[src/hw/rtl/elrgb_pkg.sv]
// Shared constants, types and color stop tables for the elevation colormap.
package elrgb_pkg;

    localparam int ELEV_W            = 24;
    localparam int FRACTION_BITS_DEF = 16;
    localparam int CFG_IDX_W         = 2;
    localparam int SEG_MAX           = 4;
    localparam int X_W               = 16;   // scaled channel numerator before /2W
    localparam int RECIP_W           = 19;
    localparam int RECIP_SHIFT       = 24;

    localparam logic [CFG_IDX_W-1:0] REG_MIN_ELEV = 2'd0;
    localparam logic [CFG_IDX_W-1:0] REG_MAX_ELEV = 2'd1;
    localparam logic [CFG_IDX_W-1:0] REG_SCHEME   = 2'd2;

    localparam logic [1:0] SCHEME_TERRAIN = 2'd0;
    localparam logic [1:0] SCHEME_HYPSO   = 2'd1;
    localparam logic [1:0] SCHEME_GRAY    = 2'd2;
    localparam logic [1:0] SCHEME_RAINBOW = 2'd3;

    localparam logic [ELEV_W-1:0] MIN_ELEV_RST = 24'd0;
    localparam logic [ELEV_W-1:0] MAX_ELEV_RST = 24'd8000;
    localparam logic [1:0]        SCHEME_RST   = SCHEME_TERRAIN;

    typedef struct packed {
        logic invalid;
        logic sat_one;
    } div_flags_t;

    // breakpoints in hundredths, colors in tenths, index 0 is red
    typedef struct packed {
        logic [6:0]      b0;
        logic [6:0]      b1;
        logic [2:0][3:0] c0;
        logic [2:0][3:0] c1;
    } seg_t;

    function automatic seg_t mk_seg(input logic [6:0] b0, input logic [6:0] b1,
                                    input logic [3:0] r0, input logic [3:0] g0,
                                    input logic [3:0] u0, input logic [3:0] r1,
                                    input logic [3:0] g1, input logic [3:0] u1);
        seg_t s;
        s.b0 = b0;
        s.b1 = b1;
        s.c0 = {u0, g0, r0};
        s.c1 = {u1, g1, r1};
        return s;
    endfunction

    function automatic logic [1:0] seg_last(input logic [1:0] scheme);
        logic [1:0] last;
        case (scheme)
            SCHEME_TERRAIN: last = 2'd2;
            SCHEME_HYPSO:   last = 2'd2;
            SCHEME_GRAY:    last = 2'd0;
            default:        last = 2'd3;
        endcase
        return last;
    endfunction

    function automatic seg_t seg_entry(input logic [1:0] scheme, input logic [1:0] k);
        seg_t s;
        s = mk_seg(7'd0, 7'd100, 4'd0, 4'd0, 4'd0, 4'd10, 4'd10, 4'd10);
        case (scheme)
            SCHEME_TERRAIN: begin
                case (k)
                    2'd0:    s = mk_seg(7'd0, 7'd30, 4'd6, 4'd4, 4'd2, 4'd2, 4'd6, 4'd2);
                    2'd1:    s = mk_seg(7'd30, 7'd70, 4'd2, 4'd6, 4'd2, 4'd5, 4'd5, 4'd5);
                    default: s = mk_seg(7'd70, 7'd100, 4'd5, 4'd5, 4'd5, 4'd10, 4'd10, 4'd10);
                endcase
            end
            SCHEME_HYPSO: begin
                case (k)
                    2'd0:    s = mk_seg(7'd0, 7'd25, 4'd0, 4'd5, 4'd0, 4'd10, 4'd10, 4'd0);
                    2'd1:    s = mk_seg(7'd25, 7'd75, 4'd10, 4'd10, 4'd0, 4'd6, 4'd3, 4'd0);
                    default: s = mk_seg(7'd75, 7'd100, 4'd6, 4'd3, 4'd0, 4'd10, 4'd10, 4'd10);
                endcase
            end
            SCHEME_RAINBOW: begin
                case (k)
                    2'd0:    s = mk_seg(7'd0, 7'd25, 4'd0, 4'd0, 4'd10, 4'd0, 4'd10, 4'd10);
                    2'd1:    s = mk_seg(7'd25, 7'd50, 4'd0, 4'd10, 4'd10, 4'd0, 4'd10, 4'd0);
                    2'd2:    s = mk_seg(7'd50, 7'd75, 4'd0, 4'd10, 4'd0, 4'd10, 4'd10, 4'd0);
                    default: s = mk_seg(7'd75, 7'd100, 4'd10, 4'd10, 4'd0, 4'd10, 4'd0, 4'd0);
                endcase
            end
            default: s = mk_seg(7'd0, 7'd100, 4'd0, 4'd0, 4'd0, 4'd10, 4'd10, 4'd10);
        endcase
        return s;
    endfunction

    // floor(2^RECIP_SHIFT / (2*width)) for the segment widths in the tables
    function automatic logic [RECIP_W-1:0] seg_recip(input logic [6:0] width);
        logic [RECIP_W-1:0] m;
        case (width)
            7'd25:   m = 19'd335544;
            7'd30:   m = 19'd279620;
            7'd40:   m = 19'd209715;
            7'd50:   m = 19'd167772;
            7'd100:  m = 19'd83886;
            default: m = '0;
        endcase
        return m;
    endfunction

endpackage

[src/hw/rtl/elrgb_div_cell.sv]
// One cell of the normalizing divider chain: resolves one quotient bit per beat.
module elrgb_div_cell #(
    parameter int FRACTION_BITS = elrgb_pkg::FRACTION_BITS_DEF,
    parameter int STEP          = 0
) (
    input  logic                          aclk,
    input  logic                          aresetn,
    input  logic                          in_valid,
    output logic                          in_ready,
    input  logic [elrgb_pkg::ELEV_W-1:0]  in_rem,
    input  logic [FRACTION_BITS-1:0]      in_quo,
    input  elrgb_pkg::div_flags_t         in_flags,
    input  logic [elrgb_pkg::ELEV_W-1:0]  divisor,
    output logic                          out_valid,
    input  logic                          out_ready,
    output logic [elrgb_pkg::ELEV_W-1:0]  out_rem,
    output logic [FRACTION_BITS-1:0]      out_quo,
    output elrgb_pkg::div_flags_t         out_flags
);

    localparam int EW  = elrgb_pkg::ELEV_W;
    localparam int BIT = FRACTION_BITS - 1 - STEP;

    logic                     vld_reg;
    logic [EW-1:0]            rem_reg, rem_next;
    logic [FRACTION_BITS-1:0] quo_reg, quo_next;
    elrgb_pkg::div_flags_t    flags_reg;
    logic [EW:0]              dbl;
    logic                     take;

    assign in_ready = !vld_reg || out_ready;

    always_comb begin
        dbl      = {in_rem, 1'b0};
        take     = dbl >= {1'b0, divisor};
        rem_next = take ? EW'(dbl - {1'b0, divisor}) : dbl[EW-1:0];
        quo_next = in_quo;
        quo_next[BIT] = take;
    end

    always_ff @(posedge aclk) begin
        if (!aresetn) begin
            vld_reg <= 1'b0;
        end else if (in_ready) begin
            vld_reg <= in_valid;
        end
    end

    always_ff @(posedge aclk) begin
        if (in_ready) begin
            rem_reg   <= rem_next;
            quo_reg   <= quo_next;
            flags_reg <= in_flags;
        end
    end

    assign out_valid = vld_reg;
    assign out_rem   = rem_reg;
    assign out_quo   = quo_reg;
    assign out_flags = flags_reg;

    // saturated or empty-range beats carry a zero remainder and quotient
    a_forced_zero: assert property (@(posedge aclk) disable iff (!aresetn)
        vld_reg && (flags_reg.invalid || flags_reg.sat_one) |->
            rem_reg == '0 && quo_reg == '0)
        else $error("forced beat picked up quotient bits");

endmodule

[config.mk]
export PLATFORM = sky130hd
export DESIGN_NAME = elrgb_div_cell
export DESIGN_NICKNAME = d
export VERILOG_FILES = /design/src/hw/rtl/elrgb_pkg.sv /design/src/hw/rtl/elrgb_div_cell.sv
export SDC_FILE = /design/constraint.sdc
export NUM_CORES = 1
export LEC_CHECK = 0
export ABC_AREA = 1
export BUFFER_PORTS_ARGS = -buffer_cell sky130_fd_sc_hd__buf_2
export CAP_MARGIN = 20
export CELL_PAD_IN_SITES_DETAIL_PLACEMENT = 1
export CELL_PAD_IN_SITES_GLOBAL_PLACEMENT = 1
export CORE_MARGIN = 4
export CORE_UTILIZATION = 33
export DETAILED_ROUTE_END_ITERATION = 7
export GPL_TIMING_DRIVEN = 1
export HOLD_SLACK_MARGIN = 0.08
export PLACE_DENSITY = 0.77
export REMOVE_ABC_BUFFERS = 1
export SYNTH_ARGS = -nofsm -noshare
export SYNTH_HDL_FRONTEND = slang
export SYNTH_SLANG_ARGS = --single-unit
[constraint.sdc]
create_clock -name aclk -period 1.9 [get_ports aclk]
set_input_delay 0.285 -clock aclk [delete_from_list [all_inputs] [get_ports aclk]]
set_output_delay 0.285 -clock aclk [all_outputs]
set_load 0.01 [all_outputs]
# --- Yosys cells after proc, flatten, opt, wreduce, memory -nomap -nowiden ---
# Cells that the tools add are included.
classes:
  muxes: 1
  n_reduce_logical: 2
  n_addsub: 1
  magnitude_cmp: 1
op_table:
  columns: ["operator", "count"]
  rows:
  - [">= comparator 25 x 24 -> 1 bit", 1]
  - ["2-to-1 mux 24 bit", 1]
  - ["subtractor 24 bit", 1]
  - ["zero test 1 bit", 1]
  - ["logical OR 1 bit", 1]
word_totals:
  reg_bits: 43
  input_bits: 70
  out_inout_bits: 44
  wordCells: 11

# --- Longest topological paths before layout ---
logic_depth:
  word_depth: 2
  mapped_depth: 14
  mapped_depth_nobuf: 14

# --- Worst setup path before layout ---
# OpenSTA, ideal clock, no wires.
synth_timing:
  path_type: "input to register"
  from: "in divisor[17] (netlist bit)"
  to: "reg rem_reg[18] (netlist: out_rem[18]), data pin"
  setup_time_ns: 0.253
  setup_slack_ns: 0.047
  arrival_ns: 1.601
  stages: 10
  t_required_ns: 1.647
  n_path_buf: 1
  path_cell_list: "inv_1 -> ha_1 -> nand2_1 -> nor2_1 -> and2_2 -> a21oi_4 -> nand3_4 -> buf_6 -> nand2_1 -> nand2_1"
synth_between:
  elab_chain_cells: 2
  elab_cells_between_ends: 3
  cone_classes: "add/sub (1); order compare (1); mux (1)"
synth_rtl:
  columns: ["element", "line", "source"]
  rows:
  - ["from (decl)", "elrgb_div_cell.sv:13", "input logic [elrgb_pkg::ELEV_W-1:0] divisor,"]
  - ["subtractor 24 bit or >= comparator 25 x 24 -> 1 bit (tied branches)", "elrgb_div_cell.sv:36, elrgb_div_cell.sv:35", null]
  - ["2-to-1 mux 24 bit (*)", "elrgb_div_cell.sv:36", "rem_next = take ? EW'(dbl - {1'b0, divisor}) : dbl[EW-1:0];"]
  - ["via rem_next[18]", "elrgb_div_cell.sv:25", "logic [EW-1:0] rem_reg, rem_next;"]
  - ["to (signal assigned)", "elrgb_div_cell.sv:51", "rem_reg <= rem_next;"]
  - ["to (decl)", "elrgb_div_cell.sv:25", null]
# The timed path passes the listed nets; every way through them passes the cells marked *.
# A chain may end at the register's enable or synchronous reset.

# --- Worst setup path after layout ---
layout_timing:
  from: "in in_rem[5] (netlist bit)"
  to: "reg rem_reg[13] (netlist: out_rem[13]), data pin"
layout_between:
  elab_chain_cells: 2
  elab_cells_between_ends: 3
  cone_classes: "add/sub (1); order compare (1); mux (1)"
layout_rtl:
  columns: ["element", "line", "source"]
  rows:
  - ["from (decl)", "elrgb_div_cell.sv:10", "input logic [elrgb_pkg::ELEV_W-1:0] in_rem,"]
  - ["subtractor 24 bit or >= comparator 25 x 24 -> 1 bit (tied branches)", "elrgb_div_cell.sv:36, elrgb_div_cell.sv:35", null]
  - ["2-to-1 mux 24 bit (*)", "elrgb_div_cell.sv:36", null]
  - ["via rem_next[13]", "elrgb_div_cell.sv:25", null]
# Marked as above.

==> results by group <==
Run status
  – Run status: finished clean

Power
  – PD cells: 633 nW/µm²
  – Pleak: 2.98 nW
  – Worst vdd ir: 0.325 mV

Setup path
  – Worst r2r dst: out_rem[20]
  – Critical R2R Launch: out_valid
  – Worst R2R Path Depth: 2
  – Worst EP required: 1960 ps
  – Crit path from: in_rem[5]
  – Critical path type: input pin to flip-flop
  – Setup crit end kind: flip-flop
  – Startpoint Class: input pin
  – Reg2Reg Setup Slack: 830 ps
  – Crit path max fanout: 16
  – CP arrival: 1860 ps

GRT
  – Global-route wire length before repair: 20500 µm
  – Initial antenna violation count: 0
  – Number of global-route vias before repair: 4313
  – Grt total ovfl: 0
  – Global Route Usage Sum: 20.0%
  – Largest net degree at the start of global routing: 28

Timing
  – Clock skew: 17.2 ps
  – Max-slew headroom: 81.1%
  – Post-route setup TNS: 0 ps
  – Hold Vio Cnt, Final: 0
  – Crit path time final: 1800 ps
  – Final hold slack: 140 ps
  – Period utilization: 94.9%
  – FMAX: 0.555 GHz
  – Worst-Margin Slew: 282 ps
  – Setup WS post-layout: 97.8 ps
  – Final setup viols: 0
  – Pins over their slew limit: 0

Synthesis
  – Number of synthesized flops with an enable pin: 42
  – Yosys cell types: 27
  – Synthesized area per cell: 6.87 µm²
  – Top-area cell type share of the netlist area: 34.8%
  – Area leader, netlist: edfxtp_1
  – Synth Flop Type: edfxtp_1
  – FF+latch count, synth: 43
  – Seq/Total Area, Yosys: 35.3%
  – YS warnings: 0
  – Post-synthesis async set-or-reset flop share: 0%
  – Ranking of synthesized cells by area: edfxtp_1 (35%), nand2_1 (22%), inv_1 (12%), ha_1 (8.3%), nand4_1 (5.2%)
  – Synthesized area: 3620 µm²
  – Cells after synthesis: 528

Route
  – DR vias/cell: 4.71
  – Wire per inst: 14.6 µm
  – Detailed-route DRC error count: 0
  – DR pass1 iterations: 4
  – Vias: 4056
  – Initial drt markers: 182
  – Final ANT Viol Nets: 0
  – DRT Wirelength: 12600 µm

Finish
  – Nets@finish: 816
  – Filler cell count: 1474
  – Area grow syn2layout: 41.6%
  – Share of layout cells above drive strength 1: 31.9%
  – Design Area, Final: 5130 µm²
  – # diodes: 0
  – Final Util: 47.6%

Clock network
  – Clk slew on worst S/H paths: 100 ps
  – Clk_lat worst skew: 320 ps
  – Htree depth: 2
  – Longest Clk Path Bufs: 2
  – Clock Sinks: 43
  – TritonCTS Buffers: 5
  – CTS tree: built
  – Root Buffer: clkbuf_8

Floorplan
  – Core ar.: 10800 µm²
  – Die Width: 113 µm
  – Starting Density: 33.6%
  – Chip Height: 113 µm
  – I/O pin total: 114
  – Row cnt: 38
  – Die area: 12700 µm²

Worst hold path
  – Min-delay src: in_flags[1]
  – Hold Crit Depth: 1
  – Worst Hold Class: input pin to flip-flop
  – Hold-critical path endpoint: out_flags[1]

Job
  – Max-cap viol count: 0

Placed design
  – Hpwl dp: 10500 µm
  – Buffers on Ports: 112
  – GPL Wtd Cong: 0.881
  – DP Area: 4980 µm²
  – Pre-CTS setup slack: -284 ps
## kinds of logic after synthesis
logic type | share of synthesized area [%]
AND/OR/NAND/NOR | 37.6
buffers and inverters | 13.6
flip-flops | 35.3
adder cells (fa/ha/maj) | 8.84
AO/OA/AOI/OAI | 2.24
XOR/XNOR | 2.42
## how the worst max path moves through the flow
stage / end / slack [ps] / cells past startpoint
finish: out_rem[13] / 100 / 10
global route: out_rem[13] / -20 / 10
detailed placement: out_rem[17] / -280 / 13
CTS: out_rem[17] / 70 / 13
global placement: out_rem[13] / -150 / 13
floorplan: out_rem[11] / -240 / 12
## cells in the mapped netlist (2+ instances only)
| cell | count |
|---|---|
| nor2_1 | 26 |
| a21oi_1 | 10 |
| xor2_1 | 9 |
| buf_6 | 2 |
| nor3_1 | 2 |
| nor2_2 | 3 |
| nand2_1 | 216 |
| nand2_2 | 3 |
| edfxtp_1 | 42 |
| nand4_1 | 30 |
| ha_1 | 24 |
| inv_1 | 112 |
| nand3_4 | 2 |
| nand3_2 | 2 |
| nand3_1 | 24 |
| buf_2 | 6 |
| inv_2 | 5 |
## registers in the layout, indices dropped and copies added, names as in the netlist
register	cells
out_rem	24
out_quo	16
out_valid	1
out_flags	2
## power by group
part           internal [mW]  switching, mW
clock network          0.392          0.375
logic                  0.559          0.699
registers               1.20         0.0270
total                   2.15           1.10
## critical path, cell delays in order
cell and delay, ps:
buf_2 120, ha_1 380, nand2_1 110, inv_1 90, nand2_1 80, nor3b_2 220
nand3_2 190, buf_12 200, nand4_1 90, nand2_1 90
## cells in the final DEF, fill, tap and decap left out, drive strengths merged, types with 2 or more instances in the layout
cell type | synthesis | routed
ha | 24 | 24
edfxtp | 42 | 42
inv | 117 | 117
a21oi | 11 | 11
nand3 | 28 | 28
clkbuf | 0 | 5
nor3 | 3 | 3
nor2 | 29 | 29
clkinv | 0 | 2
xor2 | 9 | 9
nand4 | 30 | 30
nand2 | 219 | 219
buf | 8 | 194
## layout make-up
type                            count  area [µm²]  area share [%]
Tap cell                          140         175            3.41
Sequential cell                    43        1280            25.0
Clock inverter                      3        43.8           0.853
Inverter                          117         439            8.56
Timing Repair Buffer              194        1230            24.0
Multi-Input combinational cell    360        1890            36.9
Clock buffer                        5        68.8            1.34
## stage by stage
step | instances | power (mW)
detailed placement | 854 | 2.49
global placement | 854 | 2.44
CTS | 862 | 3.26
finish | 862 | 3.25
global route | 862 | 3.48
floorplan | 520 | 1.88
## metal layers
layer	wire, µm	track usage [%]	up-vias
li1	-	-	2021
met1	5430	24.4	1930
met2	6380	36.7	86
met3	545	2.89	19
met4	252	5.45	0
met5	0	0	-
## timing repair
| item | in CTS | in global routing |
|---|---|---|
| hold endpoints to repair | 0 | 0 |
| setup endpoints to repair | 0 | 17 |
| hold buffers | 0 | 0 |
| buffers inserted | 0 | 0 |
| resized for setup | 0 | 9 |
Note: power is estimated with default switching activity, not from simulation.
