===== src/hw/rtl/elrgb_pkg.sv =====
// Shared constants, types and color stop tables for the elevation colormap.
package elrgb_pkg;

    localparam int ELEV_W            = 24;
    localparam int FRACTION_BITS_DEF = 16;
    localparam int CFG_IDX_W         = 2;
    localparam int SEG_MAX           = 4;
    localparam int X_W               = 16;   // scaled channel numerator before /2W
    localparam int RECIP_W           = 19;
    localparam int RECIP_SHIFT       = 24;

    localparam logic [CFG_IDX_W-1:0] REG_MIN_ELEV = 2'd0;
    localparam logic [CFG_IDX_W-1:0] REG_MAX_ELEV = 2'd1;
    localparam logic [CFG_IDX_W-1:0] REG_SCHEME   = 2'd2;

    localparam logic [1:0] SCHEME_TERRAIN = 2'd0;
    localparam logic [1:0] SCHEME_HYPSO   = 2'd1;
    localparam logic [1:0] SCHEME_GRAY    = 2'd2;
    localparam logic [1:0] SCHEME_RAINBOW = 2'd3;

    localparam logic [ELEV_W-1:0] MIN_ELEV_RST = 24'd0;
    localparam logic [ELEV_W-1:0] MAX_ELEV_RST = 24'd8000;
    localparam logic [1:0]        SCHEME_RST   = SCHEME_TERRAIN;

    typedef struct packed {
        logic invalid;
        logic sat_one;
    } div_flags_t;

    // breakpoints in hundredths, colors in tenths, index 0 is red
    typedef struct packed {
        logic [6:0]      b0;
        logic [6:0]      b1;
        logic [2:0][3:0] c0;
        logic [2:0][3:0] c1;
    } seg_t;

    function automatic seg_t mk_seg(input logic [6:0] b0, input logic [6:0] b1,
                                    input logic [3:0] r0, input logic [3:0] g0,
                                    input logic [3:0] u0, input logic [3:0] r1,
                                    input logic [3:0] g1, input logic [3:0] u1);
        seg_t s;
        s.b0 = b0;
        s.b1 = b1;
        s.c0 = {u0, g0, r0};
        s.c1 = {u1, g1, r1};
        return s;
    endfunction

    function automatic logic [1:0] seg_last(input logic [1:0] scheme);
        logic [1:0] last;
        case (scheme)
            SCHEME_TERRAIN: last = 2'd2;
            SCHEME_HYPSO:   last = 2'd2;
            SCHEME_GRAY:    last = 2'd0;
            default:        last = 2'd3;
        endcase
        return last;
    endfunction

    function automatic seg_t seg_entry(input logic [1:0] scheme, input logic [1:0] k);
        seg_t s;
        s = mk_seg(7'd0, 7'd100, 4'd0, 4'd0, 4'd0, 4'd10, 4'd10, 4'd10);
        case (scheme)
            SCHEME_TERRAIN: begin
                case (k)
                    2'd0:    s = mk_seg(7'd0, 7'd30, 4'd6, 4'd4, 4'd2, 4'd2, 4'd6, 4'd2);
                    2'd1:    s = mk_seg(7'd30, 7'd70, 4'd2, 4'd6, 4'd2, 4'd5, 4'd5, 4'd5);
                    default: s = mk_seg(7'd70, 7'd100, 4'd5, 4'd5, 4'd5, 4'd10, 4'd10, 4'd10);
                endcase
            end
            SCHEME_HYPSO: begin
                case (k)
                    2'd0:    s = mk_seg(7'd0, 7'd25, 4'd0, 4'd5, 4'd0, 4'd10, 4'd10, 4'd0);
                    2'd1:    s = mk_seg(7'd25, 7'd75, 4'd10, 4'd10, 4'd0, 4'd6, 4'd3, 4'd0);
                    default: s = mk_seg(7'd75, 7'd100, 4'd6, 4'd3, 4'd0, 4'd10, 4'd10, 4'd10);
                endcase
            end
            SCHEME_RAINBOW: begin
                case (k)
                    2'd0:    s = mk_seg(7'd0, 7'd25, 4'd0, 4'd0, 4'd10, 4'd0, 4'd10, 4'd10);
                    2'd1:    s = mk_seg(7'd25, 7'd50, 4'd0, 4'd10, 4'd10, 4'd0, 4'd10, 4'd0);
                    2'd2:    s = mk_seg(7'd50, 7'd75, 4'd0, 4'd10, 4'd0, 4'd10, 4'd10, 4'd0);
                    default: s = mk_seg(7'd75, 7'd100, 4'd10, 4'd10, 4'd0, 4'd10, 4'd0, 4'd0);
                endcase
            end
            default: s = mk_seg(7'd0, 7'd100, 4'd0, 4'd0, 4'd0, 4'd10, 4'd10, 4'd10);
        endcase
        return s;
    endfunction

    // floor(2^RECIP_SHIFT / (2*width)) for the segment widths in the tables
    function automatic logic [RECIP_W-1:0] seg_recip(input logic [6:0] width);
        logic [RECIP_W-1:0] m;
        case (width)
            7'd25:   m = 19'd335544;
            7'd30:   m = 19'd279620;
            7'd40:   m = 19'd209715;
            7'd50:   m = 19'd167772;
            7'd100:  m = 19'd83886;
            default: m = '0;
        endcase
        return m;
    endfunction

endpackage


===== src/hw/rtl/elrgb_ramp.sv =====
// Color ramp pipeline: segment select, lerp per channel and rounding to 8 bits.
module elrgb_ramp #(
    parameter int FRACTION_BITS = elrgb_pkg::FRACTION_BITS_DEF
) (
    input  logic                   aclk,
    input  logic                   aresetn,
    input  logic                   in_valid,
    output logic                   in_ready,
    input  logic [FRACTION_BITS:0] in_norm,
    input  logic                   in_invalid,
    input  logic [1:0]             scheme,
    output logic                   out_valid,
    input  logic                   out_ready,
    output logic [2:0][7:0]        out_rgb,
    output logic                   out_invalid
);

    localparam int NSTG = 6;
    localparam int NW   = FRACTION_BITS + 7;
    localparam int PW   = FRACTION_BITS + 18;
    localparam int XW   = elrgb_pkg::X_W;
    localparam int MW   = elrgb_pkg::RECIP_W;
    localparam int QW   = 9;
    localparam int SH   = elrgb_pkg::RECIP_SHIFT;

    logic [NSTG-1:0] vld_reg;
    logic [NSTG:0]   rdy;
    logic [NSTG-1:0] vin;

    always_comb begin
        rdy[NSTG] = out_ready;
        for (int i = NSTG - 1; i >= 0; i--) begin
            rdy[i] = !vld_reg[i] || rdy[i+1];
        end
    end

    assign in_ready = rdy[0];
    assign vin      = {vld_reg[NSTG-2:0], in_valid};

    always_ff @(posedge aclk) begin
        if (!aresetn) begin
            vld_reg <= '0;
        end else begin
            for (int i = 0; i < NSTG; i++) begin
                if (rdy[i]) begin
                    vld_reg[i] <= vin[i];
                end
            end
        end
    end

    // stage 0: n * 100
    logic [NW-1:0] n100_reg;
    logic          inv0_reg;

    always_ff @(posedge aclk) begin
        if (rdy[0]) begin
            n100_reg <= NW'(in_norm) * NW'(7'd100);
            inv0_reg <= in_invalid;
        end
    end

    // stage 1: segment select and per-channel constants
    logic [1:0]               last, sel;
    elrgb_pkg::seg_t          cand, seg;
    logic [6:0]               width;
    logic [NW-1:0]            t_next, t_reg;
    logic signed [10:0]       dc_w;
    logic [2:0][10:0]         k_next, k_reg;
    logic [2:0][XW-1:0]       base_next, base_reg;
    logic [7:0]               den_next, den_reg;
    logic [MW-1:0]            m_next, m_reg;
    logic                     inv1_reg;

    always_comb begin
        last = elrgb_pkg::seg_last(scheme);
        sel  = last;
        cand = elrgb_pkg::seg_entry(scheme, 2'd0);
        for (int c = elrgb_pkg::SEG_MAX - 1; c >= 0; c--) begin
            cand = elrgb_pkg::seg_entry(scheme, 2'(c));
            if (2'(c) <= last && n100_reg < (NW'(cand.b1) << FRACTION_BITS)) begin
                sel = 2'(c);
            end
        end
        seg      = elrgb_pkg::seg_entry(scheme, sel);
        width    = seg.b1 - seg.b0;
        t_next   = n100_reg - (NW'(seg.b0) << FRACTION_BITS);
        den_next = {width, 1'b0};
        m_next   = elrgb_pkg::seg_recip(width);
        dc_w     = '0;
        for (int ch = 0; ch < 3; ch++) begin
            dc_w          = $signed({7'd0, seg.c1[ch]}) - $signed({7'd0, seg.c0[ch]});
            k_next[ch]    = dc_w * 11'sd51;
            base_next[ch] = XW'(width) * (XW'(seg.c0[ch]) * XW'(8'd51) + XW'(1'b1));
        end
    end

    always_ff @(posedge aclk) begin
        if (rdy[1]) begin
            t_reg    <= t_next;
            k_reg    <= k_next;
            base_reg <= base_next;
            den_reg  <= den_next;
            m_reg    <= m_next;
            inv1_reg <= inv0_reg;
        end
    end

    // stage 2: slope times position
    logic signed [PW-1:0]     p_next [3];
    logic signed [PW-1:0]     p_reg [3];
    logic signed [NW:0]       t_s;
    logic [2:0][XW-1:0]       base2_reg;
    logic [7:0]               den2_reg;
    logic [MW-1:0]            m2_reg;
    logic                     inv2_reg;

    always_comb begin
        t_s = $signed({1'b0, t_reg});
        for (int ch = 0; ch < 3; ch++) begin
            p_next[ch] = PW'($signed(k_reg[ch])) * PW'(t_s);
        end
    end

    always_ff @(posedge aclk) begin
        if (rdy[2]) begin
            p_reg     <= p_next;
            base2_reg <= base_reg;
            den2_reg  <= den_reg;
            m2_reg    <= m_reg;
            inv2_reg  <= inv1_reg;
        end
    end

    // stage 3: add the start color and the rounding half, drop fraction bits
    logic signed [PW-1:0] z [3];
    logic [2:0][XW-1:0]   x_next, x_reg;
    logic [7:0]           den3_reg;
    logic [MW-1:0]        m3_reg;
    logic                 inv3_reg;

    always_comb begin
        for (int ch = 0; ch < 3; ch++) begin
            z[ch]      = p_reg[ch] + $signed(PW'(base2_reg[ch]) << FRACTION_BITS);
            x_next[ch] = z[ch][FRACTION_BITS +: XW];
        end
    end

    always_ff @(posedge aclk) begin
        if (rdy[3]) begin
            x_reg    <= x_next;
            den3_reg <= den2_reg;
            m3_reg   <= m2_reg;
            inv3_reg <= inv2_reg;
        end
    end

    // stage 4: quotient estimate by reciprocal, at most one low
    logic [XW+MW-1:0]   prod [3];
    logic [2:0][QW-1:0] qe_next, qe_reg;
    logic [2:0][XW-1:0] x4_reg;
    logic [7:0]         den4_reg;
    logic               inv4_reg;

    always_comb begin
        for (int ch = 0; ch < 3; ch++) begin
            prod[ch]    = (XW+MW)'(x_reg[ch]) * (XW+MW)'(m3_reg);
            qe_next[ch] = prod[ch][SH +: QW];
        end
    end

    always_ff @(posedge aclk) begin
        if (rdy[4]) begin
            qe_reg   <= qe_next;
            x4_reg   <= x_reg;
            den4_reg <= den3_reg;
            inv4_reg <= inv3_reg;
        end
    end

    // stage 5: correction step and output register
    logic [2:0][XW:0]   fix_rem;
    logic [2:0][QW-1:0] q_fix;
    logic [2:0][7:0]    rgb_next, rgb_reg;
    logic               est_ok;
    logic               inv5_reg;

    always_comb begin
        est_ok = 1'b1;
        for (int ch = 0; ch < 3; ch++) begin
            fix_rem[ch] = (XW+1)'(x4_reg[ch]) - (XW+1)'(qe_reg[ch]) * (XW+1)'(den4_reg);
            q_fix[ch]   = (fix_rem[ch] >= (XW+1)'(den4_reg)) ? qe_reg[ch] + QW'(1'b1)
                                                              : qe_reg[ch];
            rgb_next[ch] = q_fix[ch][8] ? 8'hFF : q_fix[ch][7:0];
            if (fix_rem[ch] >= ((XW+1)'(den4_reg) << 1)) begin
                est_ok = 1'b0;
            end
        end
    end

    always_ff @(posedge aclk) begin
        if (rdy[5]) begin
            rgb_reg  <= rgb_next;
            inv5_reg <= inv4_reg;
        end
    end

    assign out_valid   = vld_reg[NSTG-1];
    assign out_rgb     = rgb_reg;
    assign out_invalid = inv5_reg;

    a_pos_in_segment: assert property (@(posedge aclk) disable iff (!aresetn)
        vld_reg[1] |-> t_reg <= (NW'(den_reg) << (FRACTION_BITS - 1)))
        else $error("ramp position beyond segment width");

    a_estimate_close: assert property (@(posedge aclk) disable iff (!aresetn)
        vld_reg[4] |-> est_ok)
        else $error("reciprocal estimate more than one below quotient");

endmodule


===== config.mk =====
export PLATFORM = sky130hd
export DESIGN_NAME = elrgb_ramp
export DESIGN_NICKNAME = d
export VERILOG_FILES = /design/src/hw/rtl/elrgb_pkg.sv /design/src/hw/rtl/elrgb_ramp.sv
export SDC_FILE = /design/constraint.sdc
export NUM_CORES = 2
export LEC_CHECK = 0
export ABC_AREA = 0
export BUFFER_PORTS_ARGS = -buffer_cell sky130_fd_sc_hd__buf_4
export CAP_MARGIN = 20
export CORE_UTILIZATION = 32
export CTS_BUF_LIST = sky130_fd_sc_hd__clkbuf_4
export DETAILED_ROUTE_END_ITERATION = 8
export PLACE_DENSITY = 0.52
export SLEW_MARGIN = 20
export SYNTH_ARGS = -nofsm -noshare
export SYNTH_HDL_FRONTEND = slang
export SYNTH_SLANG_ARGS = --single-unit

===== constraint.sdc =====
create_clock -name aclk -period 12.2 [get_ports aclk]
set_input_delay 1.22 -clock aclk [delete_from_list [all_inputs] [get_ports aclk]]
set_output_delay 1.22 -clock aclk [all_outputs]
set_load 0.01 [all_outputs]

Word level (Yosys, flattened, before mapping) --
Index checks and enable logic that the tools add are counted.
Word-level totals: register bits after elaboration 513, input bits 24, output and inout bits 27
Cells by class: $add $sub $neg 17, multipliers 19, order comparisons 11, equal/unequal tests 10, mux-type cells 16, reduce and logical (&&, ||, !) cells 19
Operator list (count):
- one-hot mux 38 bit (3 select lines) | 2
- one-hot mux 31 bit (3 select lines) | 2
- one-hot mux 38 bit (2 select lines) | 2
- multiplier 16 x 19 -> 33 bit | 3
- adder 32 bit | 3
- multiplier 11 x 24 -> 32 bit | 3
- one-hot mux 19 bit (5 select lines) | 1
- one-hot mux 30 bit (3 select lines) | 1
- less-than comparator 23 bit | 3
- greater-or-equal comparator 17 x 8 -> 1 bit | 3
- subtractor 16 x 17 -> 17 bit | 3
- multiplier 7 x 11 -> 16 bit | 3
- multiplier 9 x 7 -> 16 bit | 3
- adder 10 x 1 -> 11 bit, second input constant | 3
- multiplier 5 x 7 -> 11 bit, second input constant | 3
- multiplier 4 x 6 -> 10 bit, second input constant | 3
- adder 9 x 1 -> 9 bit, second input constant | 3
- 2-to-1 mux 9 bit | 3
- less-than comparator 23 bit, second input constant | 1
- subtractor 23 bit | 1
- multiplier 17 x 5 -> 21 bit, second input constant | 1
- subtractor 4 x 4 -> 5 bit | 3
- == test 7 x 5 -> 1 bit, second input constant | 2
- == test 7 x 6 -> 1 bit, second input constant | 2
- other kinds (13) | 35

Depth between registers and ports, before layout --
word-level depth 15, mapped depth 47

Least setup slack after synthesis --
No wires, ideal clock.
path kind input to register, start input port scheme[0], end register base_reg[46] in the netlist's numbering (data pin), arrival 9691 ps, required time 11943 ps, path slack 2252 ps, stages on the path 41, path buffers 3, cells stage by stage buf_4 > nand2_2 > ha_1 > a211o_1 > a2111oi_0 > o211ai_1 > a32oi_1 > a21o_1 > inv_1 > ha_1 > clkbuf_1 > nor2_1 > nor2_1 > nor2_1 > a31oi_1 > ha_1 > nor2b_1 > a31o_2 > (+5 left out) > buf_2 > or2_2 > fa_1 > fa_1 > inv_1 > fa_1 > inv_1 > fa_1 > inv_1 > ha_1 > a21boi_0 > o21ai_0 > a21boi_0 > o21ai_0 > nand2_1 > a22o_1 > o41a_1 > xor2_1
RTL lines:
- start: declaration | line elrgb_ramp.sv:11 | input logic [1:0] scheme,
- end signal: assignment | line elrgb_ramp.sv:102 | base_reg <= base_next;
- end: declaration | line elrgb_ramp.sv:70 | logic [2:0][XW-1:0] base_next, base_reg;

==> flow_metrics.tcl <==
set metrics [dict create \
    status "finished, final reports clean" \
    async_flop_share_pct 0 \
    die_area_um2 262000 \
    grt_antenna_before_repair 6 \
    yosysTopAreaCell "fa_1" \
    path_class "in2reg" \
    port_buffers 50 \
    num_rows 186 \
    hp-class "in2reg" \
    synth-edff-count 448 \
    synthDistinctLibCells 93 \
    setup_viol 0 \
    cap_viol_max_count 0 \
    critPathMaxStageDelay_ns 0.61 \
    track_usage_pct 16.5 \
    cts_tree "done" \
    coreArea_um2 258000 \
    wl_per_cell_um 17.4 \
    dp_worst_setup_slack_ns 0.941 \
    crit_path_start_kind "input pin" \
    end_kind "flip-flop" \
    netlist_area_um2 83300 \
    initial_core_util_pct 32.3 \
    fp.dieW_um 512 \
    syn_inst 8641 \
    clk_pin_slew_ns 0.06 \
    yosysSeqAreaShare_pct 16.3 \
    cts_resized 0 \
    grt_max_degree 74 \
    crit_top_cell "inv_1" \
    hold_violations 0 \
    syn-num-nets 11136 \
    fmaxAchievable_mhz 97.0 \
    syn-mean-instance-area_um2 9.64 \
    synth_top_cells_by_area "fa_1, edfxtp_1, ha_1" \
    synth_top_area_share_pct 35.7 \
    die_y_um 512 \
    ys_warn_count 0 \
    max_slew_margin_pct 24.7 \
    drt_iter0_markers 2890 \
    grt_pass1_wl_mm 343 \
    syn2layout_area_growth_pct 7.05 \
    worst-path-max-fanout 21 \
    finalWirelength_mm 210 \
    clockBufferDepth 3 \
    rsz0062_at_grt "no" \
    synth_ff_type "edfxtp_1" \
    worstPathArrival_ns 11.09 \
    postCtsSetupBuffers 0 \
    required_ns 12.98 \
    fillers 26322 \
    drc_errors 0 \
    fin_worst_skew_ns 0.0934 \
    cts-root-buf "clkbuf_4" \
    ctsHoldBuffers 0 \
    overflow 0 \
    cts_sinks 454 \
    vias 56834 \
    ios 51 \
    worst_path_max_delay_cell "fa_1" \
    clk-insertion-delay-late_ns 1.12 \
    drive_gt1_share_pct 5.06 \
    gp_congestion 0.855 \
    grt_pass1_vias 61864 \
    post-route-period-util_pct 84.5 \
    r2r_setup_slack_ns 1.96 \
    slew_violations 0 \
    synth_seq_cells 454 \
    nets 11066 \
    ant_nets 0 \
    fin_ws_ns 1.89 \
    cts-buffers-inserted 132 \
    fin_crit_ns 10.31 \
    place_hpwl_mm 162 \
    viasPerCell 4.71 \
    htreeDepth 4 \
    setup_tns_ns 0 \
    dr.pass1.iters 5 \
    tightest_slew_ns 1.13 \
]
==> critical path, delay by kind of cell <==
family	cells	cell delay [ns]
simple gates	7	1.62
buf+inv	8	0.83
compound gates	12	2.89
xor+xnor	2	0.70
fa+ha+maj	9	3.82
==> metrics by stage <==
stage | cell area, um^2 | utilization [%] | hold slack, ns | instances
finish | 89100 | 34.6 | 0.328 | 12054
global route | 89100 | 34.6 | 0.161 | 12051
CTS | 89100 | 34.6 | 0.149 | 12044
detailed placement | 87400 | 33.9 | 0.405 | 11820
global placement | 87400 | 33.9 | 0.401 | 11820
floorplan | 83300 | - | 0.400 | 8641
==> per-layer routing <==
layer	share of wire, %	wire [um]	GRT usage [%]	vias to the layer above
li1	-	-	-	26503
met5	0	0	0	-
met3	4.4	9180	2.17	215
met1	46	96600	22.3	29015
met2	47	99600	27.8	1101
met4	2.2	4610	3.99	0
==> path summary, 6_finish.rpt <==
kind	from	to	depth (start not counted)
max	scheme[0]	base_reg[46]	38
min	in_invalid	inv0_reg	1
max reg2reg	n100_reg[17]	base_reg[46]	36
min reg2reg	base_reg[28]	base2_reg[28]	0
==> cells in the mapped netlist (20+ instances only) <==
cell	number
xnor2_1	217
inv_1	1802
o21a_1	48
nand2b_1	120
or2_2	30
fa_1	1483
clkbuf_1	350
and3_1	27
and2_1	601
a21oi_1	195
ha_1	988
nand3_1	54
a21o_1	93
nor2_1	335
edfxtp_1	448
nand2_1	1150
a31oi_1	28
nor2b_1	58
a21boi_0	20
o21ai_0	127
nor3_1	66
xor2_1	90
o21bai_1	31
==> layout make-up <==
cell class | count | area, um^2 | share of cell area, %
Antenna cell | 9 | 22.5 | 0.0253
Clock inverter | 47 | 382 | 0.428
Tap cell | 3384 | 4230 | 4.75
Clock buffer | 177 | 1330 | 1.49
Sequential cell | 454 | 13600 | 15.2
Inverter | 1805 | 6780 | 7.60
Timing Repair Buffer | 165 | 1250 | 1.40
Multi-Input combinational cell | 6013 | 61600 | 69.1
==> cell usage in the layout, fill, tap and decap left out, drive strengths merged, types with 177 or more instances in the layout <==
cell,synthesis,final
edfxtp,448,448
nand2,1151,1151
and2,602,602
fa,1483,1483
ha,988,988
xnor2,217,217
nor2,336,336
a21oi,196,196
inv,1803,1811
clkbuf,352,177
==> logic make-up after synthesis <==
group | Yosys count | share of synthesized area (%)
xor gates and xnor gates | 309 | 3.28
buffers and inverters | 2174 | 9.84
and+or+nand+nor | 2530 | 14.5
DFF | 454 | 16.3
adders and majority gates | 2471 | 50.5
other | 1 | 0.00450
AOI/OAI and AO/OA | 684 | 5.37
muxes | 18 | 0.221
Power is not shown: default switching activity piles up to over one toggle a cycle in this logic, so the estimate is an artifact.
